File: src/design/acrp_pkg.sv
// Shared types, constants and command codes for the alignment column reorder path.
`timescale 1ns / 1ps

package acrp_pkg;

  localparam int MAX_SEQS     = 16;
  localparam int MAX_COLS_DEF = 1024;

  localparam int PRES_W     = 16;
  localparam int SEQ_W      = 4;
  localparam int SEQ_CNT_W  = 5;
  localparam int CODE_W     = 2;
  localparam int COORD_W    = 11;
  localparam int CFG_IDX_W  = 2;
  localparam int CFG_DATA_W = 5;

  // Sequences that can take part in the ordering at most.
  localparam int SEQ_LIM = (MAX_SEQS < PRES_W) ? MAX_SEQS : PRES_W;

  localparam logic [COORD_W-1:0] COORD_MAX = {COORD_W{1'b1}};

  localparam int BIT_FIRST  = 0;
  localparam int BIT_SECOND = 1;

  localparam logic OPER_LOAD = 1'b0;
  localparam logic OPER_READ = 1'b1;

  localparam logic [CFG_IDX_W-1:0] REG_FIRST_SEQ  = 2'd0;
  localparam logic [CFG_IDX_W-1:0] REG_SECOND_SEQ = 2'd1;
  localparam logic [CFG_IDX_W-1:0] REG_SEQ_COUNT  = 2'd2;

  typedef enum logic [3:0] {
    OP_NONE,
    OP_LOAD,
    OP_READ_ISSUE,
    OP_READ_OUT,
    OP_READ_EMPTY,
    OP_SORT_CHK,
    OP_SORT_RA,
    OP_SORT_RB,
    OP_SORT_CMP,
    OP_SORT_WB,
    OP_PROJ
  } dp_op_t;

  typedef struct packed {
    dp_op_t op;
    logic   sort_start;
  } cmd_t;

  typedef struct packed {
    logic can_read;
    logic sort_more;
    logic swap;
    logic proj_done;
  } status_t;

endpackage

File: src/design/acrp_ctrl.sv
// Controller state machine: sequences loads, drain reads, the column sort and the projection.
`timescale 1ns / 1ps

module acrp_ctrl (
  input  logic              clk,
  input  logic              rst_n,
  input  logic              start,
  input  logic              in_operation,
  input  logic              in_last_column,
  input  acrp_pkg::status_t status,
  output acrp_pkg::cmd_t    cmd,
  output logic              busy
);

  import acrp_pkg::*;

  typedef enum logic [2:0] {
    ST_IDLE,
    ST_READ,
    ST_CHK,
    ST_RA,
    ST_RB,
    ST_CMP,
    ST_WB,
    ST_PROJ
  } state_t;

  state_t state_r, state_nxt;
  logic   busy_r, busy_nxt;

  always_comb begin
    cmd.op         = OP_NONE;
    cmd.sort_start = 1'b0;
    state_nxt      = state_r;
    unique case (state_r)
      ST_IDLE: begin
        if (start) begin
          if (in_operation == OPER_LOAD) begin
            cmd.op = OP_LOAD;
            if (in_last_column) begin
              cmd.sort_start = 1'b1;
              state_nxt      = ST_CHK;
            end
          end else if (status.can_read) begin
            cmd.op    = OP_READ_ISSUE;
            state_nxt = ST_READ;
          end else begin
            cmd.op = OP_READ_EMPTY;
          end
        end
      end
      ST_READ: begin
        cmd.op    = OP_READ_OUT;
        state_nxt = ST_IDLE;
      end
      ST_CHK: begin
        cmd.op    = OP_SORT_CHK;
        state_nxt = status.sort_more ? ST_RA : ST_PROJ;
      end
      ST_RA: begin
        cmd.op    = OP_SORT_RA;
        state_nxt = ST_RB;
      end
      ST_RB: begin
        cmd.op    = OP_SORT_RB;
        state_nxt = ST_CMP;
      end
      ST_CMP: begin
        cmd.op    = OP_SORT_CMP;
        state_nxt = status.swap ? ST_WB : ST_CHK;
      end
      ST_WB: begin
        cmd.op    = OP_SORT_WB;
        state_nxt = ST_CHK;
      end
      ST_PROJ: begin
        cmd.op = OP_PROJ;
        if (status.proj_done) begin
          state_nxt = ST_IDLE;
        end
      end
      default: begin
        state_nxt = ST_IDLE;
      end
    endcase
    busy_nxt = (state_nxt != ST_IDLE);
  end

  always_ff @(posedge clk) begin
    if (!rst_n) begin
      state_r <= ST_IDLE;
      busy_r  <= 1'b0;
    end else begin
      state_r <= state_nxt;
      busy_r  <= busy_nxt;
    end
  end

  assign busy = busy_r;

  // The last column load always hands over to the sort.
  a_last_starts_sort: assert property (@(posedge clk) disable iff (!rst_n)
    start && !busy_r && (in_operation == OPER_LOAD) && in_last_column |=> busy_r)
    else $error("last column load did not start the sort");

  // A read with nothing to return is answered at once and leaves the block free.
  a_empty_read_free: assert property (@(posedge clk) disable iff (!rst_n)
    start && !busy_r && (in_operation == OPER_READ) && !status.can_read |=> !busy_r)
    else $error("empty read made the block busy");

  // The second half of a swap only follows a compare that decided to swap.
  a_wb_after_swap: assert property (@(posedge clk) disable iff (!rst_n)
    (state_r == ST_WB) |-> ($past(state_r) == ST_CMP) && $past(status.swap))
    else $error("swap write-back without a swap decision");

endmodule

File: config.mk
export PLATFORM = sky130hd
export DESIGN_NAME = acrp_ctrl
export DESIGN_NICKNAME = d
export VERILOG_FILES = /design/src/design/acrp_pkg.sv /design/src/design/acrp_ctrl.sv
export SDC_FILE = /design/constraint.sdc
export NUM_CORES = 1
export LEC_CHECK = 0
export BUFFER_PORTS_ARGS = -buffer_cell sky130_fd_sc_hd__buf_2
export CELL_PAD_IN_SITES_DETAIL_PLACEMENT = 2
export CELL_PAD_IN_SITES_GLOBAL_PLACEMENT = 2
export CORE_MARGIN = 2
export CORE_UTILIZATION = 20
export DETAILED_ROUTE_END_ITERATION = 6
export GPL_ROUTABILITY_DRIVEN = 0
export GPL_TIMING_DRIVEN = 1
export PLACE_DENSITY_LB_ADDON = 0.1
export SLEW_MARGIN = 20
export SYNTH_ARGS = -nofsm -noshare
export SYNTH_HDL_FRONTEND = slang
export SYNTH_SLANG_ARGS = --single-unit
File: constraint.sdc
create_clock -name clk -period 1.3 [get_ports clk]
set_input_delay 0.13 -clock clk [delete_from_list [all_inputs] [get_ports clk]]
set_output_delay 0.13 -clock clk [all_outputs]
set_load 0.02 [all_outputs]
==> results of run 1 <==
kinds of logic after synthesis:
kind of cell,Yosys count,share of synthesized area [%]
and+or+nand+nor,18,37.12
AOI/OAI and AO/OA,12,27.08
DFF,4,27.95
buffers and inverters,3,7.860
power groups by stage:
| stage | clock network, mW | registers (mW) | logic, mW |
|---|---|---|---|
| finish | 0.147 | 0.164 | 0.386 |
| global route | 0.169 | 0.167 | 0.421 |
| CTS | 0.157 | 0.161 | 0.309 |
| detailed placement | 0 | 0.161 | 0.274 |
| global placement | 0 | 0.159 | 0.267 |
| floorplan | 0 | 0.171 | 0.177 |
worst register-to-register path: stages (launching register included):
cell and delay, ns:
dfxtp_1 0.33, buf_6 0.14, nand2_1 0.05, a21boi_0 0.22, o21bai_1 0.11, o31a_1 0.30
sequential cells by signal (all words and copies together) (netlist names):
name     cells
busy         1
state_r      3
per-stage QoR:
step	hold WS (ns)	instance area (µm²)	utilization, %
finish	0.1409	511.7	38.84
floorplan	0.2517	286.5	-
global route	0.1531	511.7	38.84
CTS	0.1408	442.9	33.62
global placement	0.3667	379.1	28.77
detailed placement	0.3794	379.1	28.77
area by class of cell:
type                    count  area, µm²  area share (%)
clock buffers               3      22.52           4.401
inverters                   1      3.754          0.7335
multi-input cells          30      229.0           44.74
flip-flops and latches      4      85.08           16.63
well taps                  15      18.77           3.667
repair buffers             21      152.6           29.83
placed cells by master (no fill, tap or decap), drive strengths merged:
master / instances
a21boi: 1
a21o: 2
a21oi: 1
a31oi: 1
and2: 3
and2b: 1
and4bb: 1
buf: 21
clkbuf: 3
dfxtp: 4
inv: 1
nand2: 4
nand3b: 1
nor2: 3
nor2b: 2
nor3: 2
o21ai: 4
o21bai: 1
o22ai: 1
o31a: 1
or2: 1
what timing repair did:
| action | CTS | global route |
|---|---|---|
| gates resized for setup | 10 | 14 |
| setup endpoints to repair | 4 | 6 |
| endpoints found under the hold margin | 0 | 0 |
| setup buffers | 0 | 4 |
| pin swaps | 1 | 3 |
routing by layer:
| metal | up-vias | routed length, µm |
|---|---|---|
| li1 | 174 | - |
| met1 | 160 | 397 |
| met2 | 14 | 475 |
| met3 | 0 | 68 |
| met4 | 0 | 0 |
| met5 | - | 0 |
how the worst max path moves through the flow:
stage | slack, ns | to | depth (start not counted) | from
final | -0.06 | cmd[0] | 3 | state_r[2]
after global routing | -0.10 | busy | 5 | state_r[1]
after CTS | -0.05 | cmd[0] | 3 | state_r[2]
after detailed placement | 0.04 | busy | 4 | state_r[1]
after global placement | 0.07 | busy | 4 | state_r[1]
after floorplan | 0.02 | busy | 4 | state_r[1]
==> results.cfg, run 1 <==
[sta]
hold_viol_final = 0
drv_slew = 0
worst-slew-pin-transition_ns = 0.2140
clock_skew_ns = 0.0001081
period_minus_slack_ns = 1.358
postLayoutSetupSlackWorst_ns = -0.05791
finalSetupTns_ns = -0.07427
fmax_mhz = 736.4
setup_viol = 3
relSlewSlack_pct = 85.61
layout_worst_path_cycle_share_pct = 104.5
rsz0062_at_grt = true

[synthesis]
synth_common_cells = dfxtp_1 (4), nand2_1 (4), o21ai_0 (4)
netlist_area_um2 = 286.5
netlist_instances = 37
yosysSeqAreaShare_pct = 27.95
async_flop_share_pct = 0
synthesis.nets = 46
synth_edf_count = 0
ys_warn_count = 0
synth.area.top_cells = dfxtp_1 (28%), o21ai_0 (7.0%), and4bb_4 (5.7%), nand2_1 (5.2%), and2_1 (4.4%)
yosysTopAreaCellShare_pct = 27.95
synth_cell_types = 23
ys_seq_elements = 4
syn_area_per_cell_um2 = 7.744
ys.flop_type = dfxtp_1
yosys.area.top_type = dfxtp_1

[placed_design]
portBuffers = 14
dp.cells = 67
place_ws_ns = 0.03831
post-dp-hpwl_um = 690.9

[clock_network]
worst_skew_pair.late_latency_ns = 0.23
numClockSinks = 4
cts_buffer_depth = 2
cts.htree.levels = 1
numCtsBuffers = 3
root_buffer = clkbuf_4
ctsHoldBuffers = 0
clk_pin_slew_ns = 0.04
cts_tree = yes

[layout]
area_growth_pct = 78.60
nFillCells = 153
fin_nets = 70
drive_above_1_share_pct = 61.02
diodes = 0
fin_cells = 74

[routing]
antenna_left = 0
drcViolationCount = 0
num_vias = 348
wl_um = 941
first_pass_iters = 2
drt_iter0_drc = 6
post_drt_wl_per_cell_um = 12.72
via_per_inst = 4.703

[power_and_ir_drop]
p_per_area_nw_per_um2 = 1362
leakage_nw = 0.2353
p_clk_share_pct = 21.1
p_int_uw = 446.6
p_comb_share_pct = 55.4
peakVddDrop_mv = 0.4341
power.share.switching_pct = 35.91
p_total_uw = 696.7
pwr-share-seq_pct = 23.5
power_switching_uw = 250.2

[critical_path]
critPathCaptureType = primary output
start_kind = flop
rrSetupSlack_ns = 0.04
critical_path.max_stage_delay_ns = 0.32
worstPathRequired_ns = 1.17
critical-path-top-delay-family = simple AND/OR/NAND/NOR gates
worstPathArrival_ns = 1.23
path_class = reg -> out
critPathSlowestCell = dfxtp_2
crit-reg2reg-launch = state_r[1]
path_buf_inv = 1
rr_endpoint = busy
critical_path.max_fanout = 3
r2r_cells = 5
crit_chain = or2_4 -> and4bb_4 -> buf_6

[die]
fp.dieH_um = 41.85
ios = 15
initial_core_util_pct = 21.75
dieArea_um2 = 1751
num_rows = 13
coreArea_um2 = 1318
die_x_um = 41.85

[global_route]
overflow = 0
first_global_vias = 355
grt_pass1_wl_um = 1483
grt_usage_pct = 10.80
grt_start_max_net_pins = 11
grtUsageMet3_pct = 3.478
grt_use_met2_pct = 18.75
met1_usage_pct = 12.99
busiest_layer = met2
antenna_found_initial = 0

[min_path]
min_to = state_r[0]
hp-class = in -> reg
holdPathStages = 2
hold_path.startpoint = rst_n

[status]
violations = setup timing
status = finished, violations left

[flow_run]
maxCapViolCount = 0
Power figures use the tool's default switching activity.
==> run 2: changes to the inputs <==
CELL_PAD_IN_SITES_DETAIL_PLACEMENT = 1   (was 2)
==> run 2 against run 1 <==
Net effect: the flow still finishes with violations (setup timing); non-clock buffer count fell by 3; routed wire length shrank 13%; sequential power about the same; count of clock-buffer cells in the layout is the same; final area shrank 9.5%; highest routed layer is now met4; flip-flop and latch count is the same; clock power grew 5%; die area did not move; first-iteration DRC count shrank 67%; combinational power is 16% lower; utilization shrank 3.7 points; fmax grew 1.0%.
==> results.cfg, run 2 (same netlist as run 1, synthesis figures left out) <==
[status]
status = finished, violations left
violations = setup timing

[layout]
fin_util_pct = 35.14
largest_reg_flops = 3
layout_common_cells = buf_2 (13), nand2_1 (4), o21ai_0 (4)
fin_nets = 67
mostFrequentLayoutCell = buf_2
drive_above_1_share_pct = 57.14
nFillCells = 172
diodes = 0
area_growth_pct = 61.57
final_cell_area_um2 = 462.9
fin_cells = 71
regMostFlops = state_r

[critical_path]
path_buf_inv = 1
path_class = reg -> out
critical-path-top-delay-family = simple AND/OR/NAND/NOR gates
critical_path.max_stage_delay_ns = 0.31
critPathSlowestCell = dfxtp_2
crit_chain = or2_4 -> and4bb_4 -> buf_6
worstPathRequired_ns = 1.17
worstPathArrival_ns = 1.21
start_kind = flop
critPathCaptureType = primary output
critical_path.max_fanout = 3

[die]
num_rows = 13
initial_core_util_pct = 21.75
die_x_um = 41.85
fp.dieH_um = 41.85
dieArea_um2 = 1751
coreArea_um2 = 1318
ios = 15

[sta]
relSlewSlack_pct = 86.17
worst-slew-pin-transition_ns = 0.2055
rsz0062_at_grt = true
period_minus_slack_ns = 1.345
fmax_mhz = 743.8
setup_viol = 2
postLayoutSetupSlackWorst_ns = -0.04450
hold_viol_final = 0
layout_worst_path_cycle_share_pct = 103.4
drv_slew = 0
clock_skew_ns = 0.001323

[clock_network]
cts_buffer_depth = 2
numCtsBuffers = 3
ctsHoldBuffers = 0
numClockSinks = 4
clk_pin_slew_ns = 0.04
cts.htree.levels = 1
cts_tree = yes
root_buffer = clkbuf_4
worst_skew_pair.late_latency_ns = 0.24

[routing]
via_per_inst = 4.718
first_pass_iters = 2
num_vias = 335
drt_iter0_drc = 2
post_drt_wl_per_cell_um = 11.51
drcViolationCount = 0
wl_um = 817
antenna_left = 0

[power_and_ir_drop]
pwr-share-seq_pct = 25.3
power_switching_uw = 234.5
p_per_area_nw_per_um2 = 1386
power.share.switching_pct = 36.54
p_int_uw = 407.3
peakVddDrop_mv = 0.4452
p_comb_share_pct = 50.7
p_clk_share_pct = 24.0
leakage_nw = 0.2202

[flow_run]
maxCapViolCount = 0

[placed_design]
place_area_um2 = 379.1
portBuffers = 14
post-dp-hpwl_um = 629.3
dp.cells = 67

[global_route]
first_global_vias = 349
antenna_found_initial = 0
busiest_layer = met2
grt_usage_pct = 10.26
grt_use_met2_pct = 16.25
overflow = 0
grt_start_max_net_pins = 11
grtUsageMet3_pct = 3.478
met1_usage_pct = 11.92
grt_pass1_wl_um = 1400

[min_path]
hp-class = in -> reg
## run 2: cell types whose count changed in the layout (fill, tap and decap cells not counted), moves of 2 or more
cell / before / now
buf_2: 11 / 13
buf_4: 5 / 3
buf_6: 4 / 2
o21ai_0: 2 / 4
## run 2: repair_timing
| action | 4_1_cts | 5_1_grt |
|---|---|---|
| pin swaps | 2 | 1 |
| gates resized for setup | 7 | 7 |
| buffers inserted | 0 | 1 |
| setup endpoints to repair | 4 | 7 |
## run 2: layer usage
metal,vias to the layer above,wire (µm)
met5,-,0
met4,0,13
met3,2,70
met2,13,387
met1,154,345
li1,166,-
## run 2: cell type report
class	count	area, µm²	share of cell area, %
inverters	1	3.754	0.8108
clock buffers	3	22.52	4.865
flip-flops and latches	4	85.08	18.38
repair buffers	18	110.1	23.78
multi-input cells	30	222.7	48.11
well taps	15	18.77	4.054
## run 2: power by group through the flow
stage,registers [mW],logic [mW],clock network [mW]
floorplan,0.171,0.177,0
global placement,0.159,0.267,0
detailed placement,0.160,0.271,0
CTS,0.159,0.294,0.161
global route,0.167,0.360,0.175
finish,0.162,0.326,0.154
## run 2: stage by stage
step	total power [mW]	setup WS [ns]	setup TNS [ns]	hold slack (ns)
6_report	0.6418	-0.04450	-0.08758	0.1365
5_1_grt	0.7021	-0.1088	-0.3871	0.1546
4_1_cts	0.6139	-0.06557	-0.1288	0.1351
3_5_place_dp	0.4312	0.03380	0	0.3803
3_3_place_gp	0.4260	0.06811	0	0.3667
2_1_floorplan	0.3477	0.01854	0	0.2517
## run 2: worst paths after layout
check | start | endpoint | slack [ns] | cells past startpoint
worst min register to register | state_r[1] | busy | 0.74 | 3
worst max-delay path | state_r[2] | cmd[0] | -0.04 | 3
worst min-delay path | rst_n | state_r[2] | 0.14 | 2
worst max register to register | state_r[1] | busy | 0.05 | 5
